===== config.mk =====
export PLATFORM = sky130hd
export DESIGN_NAME = skfi_cell
export DESIGN_NICKNAME = d
export VERILOG_FILES = /design/src/hw/rtl/skfi_pkg.sv /design/src/hw/rtl/skfi_cell.sv
export SDC_FILE = /design/constraint.sdc
export NUM_CORES = 1
export LEC_CHECK = 0
export BUFFER_PORTS_ARGS = -buffer_cell sky130_fd_sc_hd__buf_4
export CORE_ASPECT_RATIO = 1.2
export CORE_MARGIN = 3
export CORE_UTILIZATION = 42
export CTS_CLUSTER_DIAMETER = 80
export DETAILED_ROUTE_END_ITERATION = 8
export PLACE_DENSITY = 0.76
export SLEW_MARGIN = 10
export SYNTH_ARGS = -nofsm -noshare
export SYNTH_HDL_FRONTEND = slang
export SYNTH_SLANG_ARGS = --single-unit

===== constraint.sdc =====
create_clock -name clk -period 4.6 [get_ports clk]
set_input_delay 0.92 -clock clk [delete_from_list [all_inputs] [get_ports clk]]
set_output_delay 0.92 -clock clk [all_outputs]
set_load 0.05 [all_outputs]

===== src/hw/rtl/skfi_pkg.sv =====
`timescale 1ns / 1ps

package skfi_pkg;

  localparam int TABLE_DEPTH_DEFAULT = 64;
  localparam int KEY_BITS_DEFAULT    = 31;

  typedef enum logic {
    ST_IDLE,
    ST_SEARCH
  } state_t;

  // Per-cell compare results, also handed to the right-hand neighbour.
  typedef struct packed {
    logic at_or_past;   // empty, or stored key >= search key
    logic above;        // occupied and stored key > search key
    logic equal;        // occupied and stored key == search key
    logic first_ap;     // leftmost cell with at_or_past: the insertion slot
    logic first_above;  // leftmost cell with above: holds the next tick
    logic hit;          // the slot cell already holds the key
  } cell_flag_t;

endpackage


===== src/hw/rtl/skfi_cell.sv =====
`timescale 1ns / 1ps

module skfi_cell
  import skfi_pkg::*;
#(
  parameter int KEY_BITS = KEY_BITS_DEFAULT
) (
  input  logic                clk,
  input  logic                occupied,
  input  logic [KEY_BITS-1:0] search_key,
  input  logic                insert_en,
  input  logic [KEY_BITS-1:0] left_key,
  input  cell_flag_t          left_flags,
  output logic [KEY_BITS-1:0] stored_key,
  output cell_flag_t          flags
);

  always_comb begin
    flags.at_or_past  = !occupied || (stored_key >= search_key);
    flags.above       = occupied && (stored_key > search_key);
    flags.equal       = occupied && (stored_key == search_key);
    flags.first_ap    = flags.at_or_past && !left_flags.at_or_past;
    flags.first_above = flags.above && !left_flags.above;
    flags.hit         = flags.first_ap && flags.equal;
  end

  // The slot cell takes the search key, every cell past it its left neighbour's key;
  // cells past the fill level may take anything, as they are never read before a write.
  always_ff @(posedge clk) begin
    if (insert_en) begin
      if (flags.first_ap) begin
        stored_key <= search_key;
      end else if (left_flags.at_or_past) begin
        stored_key <= left_key;
      end
    end
  end

endmodule


Word level (Yosys, flattened, before mapping)
Cells that the tools add are included.

storage, ports and cells
  bits in registers = 31
  input port bits = 71
  output and inout port bits = 37
  word-level logic and storage cells = 17

operators by class
  magnitude comparators = 2
  eq/ne operators = 1
  mux-type cells = 2
  reduce and logical (&&, ||, !) cells = 11

operator list
  operator              count
  2-to-1 mux 31 bit     2
  equality test 31 bit  1
  >= comparator 31 bit  1
  > comparator 31 bit   1
  logical AND 1 bit     5
  logical NOT 1 bit     3
  AND reduction 2 bit   1
  nonzero test 2 bit    1
  logical OR 1 bit      1

Logic depth before layout (Yosys ltp)
Gate-level depths: netlist of run 1.

  word-level depth = 5
  mapped depth = 9
  gate-level depth less buffers = 8

Least setup slack after synthesis of run 1
No wires, ideal clock.

  path kind = input -> register
  from = in search_key[30]
  to = reg stored_key[0], enable pin
  setup time = 467 ps
  arrival time = 4,391 ps
  data required time = 4,133 ps
  slack = -258 ps
  stages on the path = 7
  buffers on the path = 0
  cells stage by stage = inv_1 ha_1 nand4_2 nor4_1 o41ai_2 and2_2 a21boi_0

between the ends
  cells in the longest elaborated chain, start to end = 5

RTL lines
  what                           RTL line         RTL
  start: declaration             skfi_cell.sv:10  input logic [KEY_BITS-1:0] search_key,
  >= comparator 31 bit           skfi_cell.sv:19  flags.at_or_past = !occupied || (stored_key >= search_key);
  logical OR 1 bit               skfi_cell.sv:19
  logical AND 1 bit              skfi_cell.sv:22  flags.first_ap = flags.at_or_past && !left_flags.at_or_past;
  nonzero test 2 bit (no line)   n/a
  AND reduction 2 bit (no line)  n/a
  end signal: assignment         skfi_cell.sv:32  stored_key <= search_key;
  end signal: assignment         skfi_cell.sv:34  stored_key <= left_key;
  end: declaration               skfi_cell.sv:14  output logic [KEY_BITS-1:0] stored_key,

Every way passes these cells.
A chain may end at the register's enable or synchronous reset.

==> results of run 1 <==
[critical path, stage by stage]
cell,delay [ns]
buf_4,0.08
inv_1,0.04
ha_1,0.32
nand4_2,0.18
nor4_1,0.42
o41ai_2,0.18
and2_2,0.27
nor3_1,0.19
buf_4,0.24
[stage by stage]
| step | cell area [um^2] | setup slack [ns] | power (mW) | utilization, % | std cells |
|---|---|---|---|---|---|
| after floorplan | 2290 | 0.519 | 0.590 | - | 186 |
| after global placement | 3130 | 0.794 | 0.699 | 61.3 | 348 |
| after detailed placement | 3130 | 0.821 | 0.707 | 61.3 | 348 |
| after CTS | 3210 | 0.810 | 0.907 | 62.7 | 354 |
| after global routing | 3210 | 0.664 | 0.945 | 62.7 | 354 |
| final | 3210 | 0.836 | 0.890 | 62.7 | 354 |
[power groups by stage]
stage | Clock (mW) | Sequential (mW) | Combinational [mW]
global placement | 0 | 0.362 | 0.337
floorplan | 0 | 0.444 | 0.146
detailed placement | 0 | 0.364 | 0.343
CTS | 0.204 | 0.358 | 0.344
finish | 0.193 | 0.358 | 0.339
global route | 0.215 | 0.361 | 0.369
[Yosys cell counts (2+ instances only)]
cell / n / area [um^2]
ha_1: 31 / 388
mux2_2: 2 / 22.5
nand4_1: 6 / 37.5
a21boi_0: 2 / 15.0
nor4_1: 3 / 18.8
a21oi_1: 13 / 65.1
inv_1: 32 / 120
buf_6: 3 / 33.8
nand2_1: 6 / 22.5
nand3_1: 5 / 25.0
edfxtp_1: 31 / 931
mux2_4: 29 / 435
a21o_1: 2 / 15.0
nor3_1: 3 / 15.0
o21ai_0: 2 / 10.0
nor2_1: 6 / 22.5
[cells by family after synthesis]
kind of cell	synth area share, %
DFF	40.6
muxes	20.0
and+or+nand+nor	7.37
adders and majority gates	16.9
buffers and inverters	6.71
AOI/OAI and AO/OA	8.41
[metal layers]
metal	vias to the layer above	global-route usage [%]	part of all wire (%)	routed length (um)
met1	802	19.1	40	2070
met2	75	31.6	51	2680
li1	899	-	-	-
met3	4	5.20	9.0	473
met5	-	0	0	0
met4	0	3.79	0.36	19
[layout make-up]
class	count	area share (%)
tap	60	2.34
sequential	31	29.0
timing repair buffer	105	24.6
clock buffer	6	2.26
multi-input combinational	120	38.0
inverter	32	3.75
[worst max-delay path by stage]
stage,endpoint,cells past startpoint
floorplan,flags[1],7
global placement,flags[1],9
detailed placement,flags[1],9
CTS,flags[1],9
global route,flags[5],10
finish,flags[1],9
==> results.md, run 1 <==
- R2R depth: 7
- Top reg by flops: stored_key
- Sw Pwr: 0.296 mW
- Total GRT Usage: 17.2%
- Worst clock skew: 0.00688 ns
- Critical Path AT: 2.84 ns
- Final cycle utilization of the critical path: 81.8%
- Total routed wirelength: 5.25 mm
- Layout cells sized above 1: 50.3%
- Worst slew pin tran: 0.586 ns
- Crit path max fanout: 5
- MaxCap Viol Count: 0
- Status: finished clean
- Async SR Flop Fraction: 0%
- Int Power: 0.594 mW
- Post-CTS Repair Setup Buffers: 0
- Gate power share: 38.1%
- Worst hold slack: 0.944 ns
- Max Slew Vio Count: 0
- Most frequent cells in the layout: 105 x buf_4, 32 x inv_1, 31 x ha_1, 31 x edfxtp_1, 29 x mux2_4
- Die area: 6380 um^2
- Max clock buf depth: 2
- R2r setup slk: 1.53 ns
- CTS root buf: clkbuf_8
- Final hold vios: 0
- Drt pass-1 iters: 4
- WL per Instance: 14.8 um
- Synthesized area per cell: 12.3 um^2
- Reg-to-reg critical path endpoint: stored_key[0]
- Sum of negative setup slack: 0 ns
- Vias per cell: 5.03
- CTS tree: done
- Leak Pwr: 1.60 nW
- Synth Cell Area: 2290 um^2
- EDFF count, synth: 31
- DRC: 0
- Chip Height: 86.9 um
- Chip width: 73.4 um
- Core area: 5110 um^2
- Sw frac: 33.3%
- Synth-to-Final Area Change: 39.8%
- H-tree Lvls: 2
- Hold buffer count at cts: 0
- Post-DP HPWL: 4.29 mm
- Footprint of the multi-input gates: 1220 um^2
- Worst-skew pair later-pin latency: 0.27 ns
- Clk slew on worst S/H paths: 0.06 ns
- Clock power frac: 21.6%
- Netlist cell types: 26
- Post-route minimum period: 3.76 ns
- Row cnt: 28
- Gpl congestion: 0.759
- Commonest non-fill, non-tap cell in the layout: buf_4
- Launch point of the worst reg-to-reg path: stored_key[30]
- Relative slew slack: 61.0%
- CP Capture Type: primary output
- Sequential share of the synthesized area: 40.6%
- Final #Nets: 397
- Initial antenna violation count: 0
- GR Overflow Total: 0
- Total CTS buffers: 5
- CP Data Required Time: 3.68 ns
- Biggest regs: stored_key x31
- I/O Pins: 108
- Number of global-route vias before repair: 1,918
- #FFs+latches synth: 31
- Fmax: 266 MHz
- CTS Sinks: 31
- Post-Syn Nets: 288
- Reg power frac: 40.2%
- Beginning of the critical path: search_key[30]
- Peak supply drop: 0.000156 V
- Port bufs: 103
- First-pass GRT wire length: 8.58 mm
- RSZ-0062 raised after global routing: false
- Critical hold path startpoint: left_key[25]
- Yosys warnings: 0
- Initial core utilization: 44.8%
- Largest net degree at the start of global routing: 32
- Starting DRT DRC Count: 44
- PD cells: 278 nW/um^2
- PostCTS Resize Cnt: 0
- # fillers: 424
- Largest register FFs: 31
- Final-report setup violation count: 0
- Ys flop type: edfxtp_1
- Via count: 1,780
- Sequential cell area: 931 um^2
- Hold Path End: stored_key[25]
- Hold/Removal Path Class: primary input to flop
- Startpoint types: primary input
- Critical path class: primary input to primary output
- Cells after Synth: 186
- Hold Path Cell Cnt: 2
- Ant diodes: 0
- ANT nets after route: 0
Power figures use the tool's default switching activity.
==> inputs of run 2 (changes only) <==
--- a/config.mk
+++ b/config.mk
@@ -8,10 +8,10 @@
 export BUFFER_PORTS_ARGS = -buffer_cell sky130_fd_sc_hd__buf_4
 export CORE_ASPECT_RATIO = 1.2
 export CORE_MARGIN = 3
-export CORE_UTILIZATION = 42
+export CORE_UTILIZATION = 47
 export CTS_CLUSTER_DIAMETER = 80
 export DETAILED_ROUTE_END_ITERATION = 8
-export PLACE_DENSITY = 0.76
+export PLACE_DENSITY = 0.81
 export SLEW_MARGIN = 10
 export SYNTH_ARGS = -nofsm -noshare
 export SYNTH_HDL_FRONTEND = slang
==> constraint.sdc (replaced) <==
create_clock -name clk -period 3.5 [get_ports clk]
set_input_delay 0.7 -clock clk [delete_from_list [all_inputs] [get_ports clk]]
set_output_delay 0.7 -clock clk [all_outputs]
set_load 0.05 [all_outputs]
==> results.md, run 2 (same netlist as run 1, synthesis figures left out) <==
- Post-CTS Repair Setup Buffers: 0
- I/O Pins: 108
- Critical Path AT: 2.59 ns
- Initial core utilization: 49.2%
- Initial antenna violation count: 0
- Row cnt: 27
- Peak supply drop: 0.000166 V
- # fillers: 368
- Critical Path Max Stage Delay: 0.40 ns
- Vias per cell: 5.16
- Drt pass-1 iters: 4
- GR Overflow Total: 0
- Largest net degree at the start of global routing: 32
- Chip Height: 82.5 um
- Launch point of the worst reg-to-reg path: stored_key[30]
- Fmax: 303 MHz
- R2r setup slk: 0.60 ns
- Leak Pwr: 1.62 nW
- Sequential cell area: 931 um^2
- Biggest regs: stored_key x31
- Ant diodes: 0
- Relative slew slack: 64.6%
- Total CTS buffers: 5
- Chip width: 69.8 um
- Number of global-route vias before repair: 1,867
- Finished Core Util: 69.7%
- R2R depth: 7
- Via count: 1,832
- H-tree Lvls: 2
- ANT nets after route: 0
- Final hold vios: 0
- Total GRT Usage: 19.1%
- MaxCap Viol Count: 0
- CP Capture Type: primary output
- RSZ-0062 raised after global routing: false
- Hold Path End: stored_key[12]
- PostCTS Resize Cnt: 0
- First-pass GRT wire length: 8.56 mm
- Beginning of the critical path: search_key[26]
- Pre-CTS setup slack: 0.162 ns
- Most frequent cells in the layout: 104 x buf_4, 32 x inv_1, 31 x ha_1, 31 x edfxtp_1, 29 x mux2_4
- Port bufs: 103
- Status: finished clean
- Clk slew on worst S/H paths: 0.07 ns
- PD cells: 369 nW/um^2
- CTS Sinks: 31
- CTS tree: done
- Starting DRT DRC Count: 42
- Post-DP HPWL: 4.57 mm
- CTS root buf: clkbuf_8
- Setup ws final: 0.205 ns
- Final-report setup violation count: 0
- Largest register FFs: 31
- Post-route minimum period: 3.29 ns
- WL per Instance: 15.6 um
- Worst-skew pair later-pin latency: 0.28 ns
- Max Slew Vio Count: 0
- Worst slew pin tran: 0.525 ns
- Sum of negative setup slack: 0 ns
- Total routed wirelength: 5.54 mm
- Reg-to-reg critical path endpoint: stored_key[30]
- Hold Path Cell Cnt: 2
- Power, Total: 1.20 mW
- DRC: 0
- Max clock buf depth: 2
- Gpl congestion: 0.787
- Top Family by Delay on Critical Path: simple AND/OR/NAND/NOR gates
- Crit path cell chain: buf_4, inv_1, ha_1, nand4_1, nor3_1, a22o_1, a2111oi_2, and2_2, nand2_1, buf_4
- Synth-to-Final Area Change: 41.8%
- Final cycle utilization of the critical path: 94.1%
- Core area: 4660 um^2
- CP dominant cell by count: buf_4
- Worst clock skew: 0.00392 ns
- Footprint of the multi-input gates: 1220 um^2
- Commonest non-fill, non-tap cell in the layout: buf_4
- Crit path max fanout: 4
- CP max stage cell: a2111oi_2
- Critical path class: primary input to primary output
- Final #Nets: 398
- Layout cells sized above 1: 50.8%
- CP Data Required Time: 2.80 ns
- Hold buffer count at cts: 0
- Top reg by flops: stored_key
- Die area: 5750 um^2
- Startpoint types: primary input
- CP bufs+invs: 3
- Hold/Removal Path Class: primary input to flop
- Critical hold path startpoint: left_key[12]
==> run 2: how the worst max path moves through the flow <==
stage	depth (start not counted)	slack [ns]	endpoint
floorplan	6	0.10	flags[0]
global placement	10	0.19	flags[5]
detailed placement	10	0.16	flags[5]
CTS	10	0.16	flags[5]
global route	10	0.003	flags[5]
finish	10	0.21	flags[5]
==> run 2: layout make-up <==
cell class,instances,share of cell area [%]
timing repair buffer,106,25.3
multi-input combinational,120,37.7
clock inverter,1,0.154
sequential,31,28.6
inverter,32,3.70
clock buffer,7,2.35
tap,58,2.23
==> run 2: per-layer routing <==
metal / share of wire, % / global-route usage, % / wire, um / up-vias
li1: - / - / - / 904
met1: 38 / 20.6 / 2120 / 850
met2: 54 / 37.1 / 3010 / 72
met3: 6.4 / 4.60 / 356 / 6
met4: 1.0 / 5.75 / 57 / 0
met5: 0 / 0 / 0 / -
==> run 2: power breakdown <==
group	internal, mW	switching [mW]
logic	0.202	0.256
clock network	0.139	0.132
registers	0.452	0.0184
==> run 2: worst reg2reg max path: stages (launching register included) <==
cell and delay, ns:
edfxtp_1 0.42, ha_1 0.35, nand4_2 0.17, nor4_1 0.53, a21oi_1 0.22, a31oi_4 0.29, buf_4 0.32, mux2_2 0.37
==> run 2: metrics by stage <==
step	cell area, um^2	instances	hold slack, ns
floorplan	2300	186	0.917
global placement	3170	347	1.00
detailed placement	3170	347	1.00
CTS	3250	355	0.709
global route	3250	355	0.711
finish	3250	355	0.717
==> inputs of run 3 (changes only) <==
--- a/config.mk
+++ b/config.mk
@@ -7,7 +7,6 @@
 export LEC_CHECK = 0
 export BUFFER_PORTS_ARGS = -buffer_cell sky130_fd_sc_hd__buf_4
 export CORE_ASPECT_RATIO = 1.2
-export CORE_MARGIN = 3
 export CORE_UTILIZATION = 47
 export CTS_CLUSTER_DIAMETER = 80
 export DETAILED_ROUTE_END_ITERATION = 8
==> results.md, run 3 (same netlist as run 1, synthesis figures left out) <==
- Status: finished clean
- Post-CTS Repair Setup Buffers: 0
- PostCTS Resize Cnt: 0
- Via count: 1,828
- Worst hold slack: 0.723 ns
- Critical Path AT: 2.61 ns
- R2r setup slk: 0.63 ns
- CTS tree: done
- CP Capture Type: primary output
- Die area: 5160 um^2
- Final #Nets: 400
- Launch point of the worst reg-to-reg path: stored_key[26]
- Top reg by flops: stored_key
- Chip Height: 78.5 um
- H-tree Lvls: 2
- Commonest non-fill, non-tap cell in the layout: buf_4
- Beginning of the critical path: search_key[18]
- Crit path max fanout: 4
- First-pass GRT wire length: 8.25 mm
- MaxCap Viol Count: 0
- Row cnt: 27
- Total CTS buffers: 5
- Worst-skew pair later-pin latency: 0.27 ns
- Layout cells sized above 1: 51.2%
- GR Overflow Total: 0
- Final hold vios: 0
- Most frequent cells in the layout: 108 x buf_4, 32 x inv_1, 31 x ha_1, 31 x edfxtp_1, 29 x mux2_4
- Final cycle utilization of the critical path: 94.7%
- ANT nets after route: 0
- Core area: 4630 um^2
- Footprint of the multi-input gates: 1220 um^2
- I/O Pins: 108
- Critical hold path startpoint: left_key[20]
- Drt pass-1 iters: 4
- Biggest regs: stored_key x31
- Worst slew pin tran: 0.488 ns
- Starting DRT DRC Count: 105
- Chip width: 65.8 um
- Worst clock skew: 0.00300 ns
- Initial antenna violation count: 0
- DRC: 0
- Hold buffer count at cts: 0
- Total routed wirelength: 5.06 mm
- Largest register FFs: 31
- Total GRT Usage: 20.6%
- Relative slew slack: 67.2%
- Peak supply drop: 0.000260 V
- Sum of negative setup slack: 0 ns
- Clk slew on worst S/H paths: 0.06 ns
- Number of global-route vias before repair: 1,959
- Post-DP HPWL: 4.23 mm
- PD cells: 368 nW/um^2
- Hold/Removal Path Class: primary input to flop
- Startpoint types: primary input
- Max Slew Vio Count: 0
- Power, Total: 1.19 mW
- RSZ-0062 raised after global routing: false
- Ant diodes: 0
- # fillers: 336
- Largest net degree at the start of global routing: 17
- Sequential cell area: 931 um^2
- Synth-to-Final Area Change: 41.3%
- Leak Pwr: 1.62 nW
- CTS root buf: clkbuf_8
- WL per Instance: 14.2 um
- Final-report setup violation count: 0
- Fmax: 302 MHz
- CTS Sinks: 31
- Initial core utilization: 49.5%
- Vias per cell: 5.12
- Gpl congestion: 0.787
- Port bufs: 103
- Critical path class: primary input to primary output
- Post-route minimum period: 3.31 ns
- CP Data Required Time: 2.80 ns
- Max clock buf depth: 2
[run 3: layout make-up]
type | count | area share [%]
Clock buffer | 7 | 2.36
Clock inverter | 1 | 0.154
Inverter | 32 | 3.71
Multi-Input combinational cell | 120 | 37.8
Sequential cell | 31 | 28.7
Tap cell | 58 | 2.24
Timing Repair Buffer | 108 | 25.0
[run 3: worst paths after layout]
kind / endpoint / cells after the start
setup reg to reg: stored_key[0] / 7
hold reg to reg: stored_key[14] / 5
setup / recovery: flags[5] / 10
hold / removal: stored_key[20] / 2
[run 3: stage by stage]
stage	worst slack, ns	std cells	utilization [%]	area (um^2)
2_1_floorplan	0.102	186	-	2300
3_3_place_gp	0.206	349	68.2	3160
3_5_place_dp	0.166	349	68.2	3160
4_1_cts	0.166	357	70.0	3240
5_1_grt	0.0829	357	70.0	3240
6_report	0.185	357	70.0	3240
[run 3: routing by layer]
| layer | up-vias | track usage, % | part of all wire, % |
|---|---|---|---|
| met5 | - | 0 | 0 |
| met4 | 0 | 8.26 | 1.4 |
| met3 | 8 | 5.52 | 7.1 |
| met2 | 73 | 36.8 | 52 |
| met1 | 838 | 22.3 | 40 |
| li1 | 909 | - | - |
[run 3: critical path, stage by stage]
cell and delay [ns]:
buf_4 0.08, inv_1 0.04, ha_1 0.32, a21oi_1 0.14, o21ai_0 0.13, a22o_1 0.21
a2111oi_2 0.39, and2_2 0.31, nand2_1 0.08, buf_4 0.20
[run 3: report_power, final]
group | internal, mW | switching (mW)
clock network | 0.139 | 0.131
logic | 0.200 | 0.253
registers | 0.452 | 0.0174
total | 0.791 | 0.401
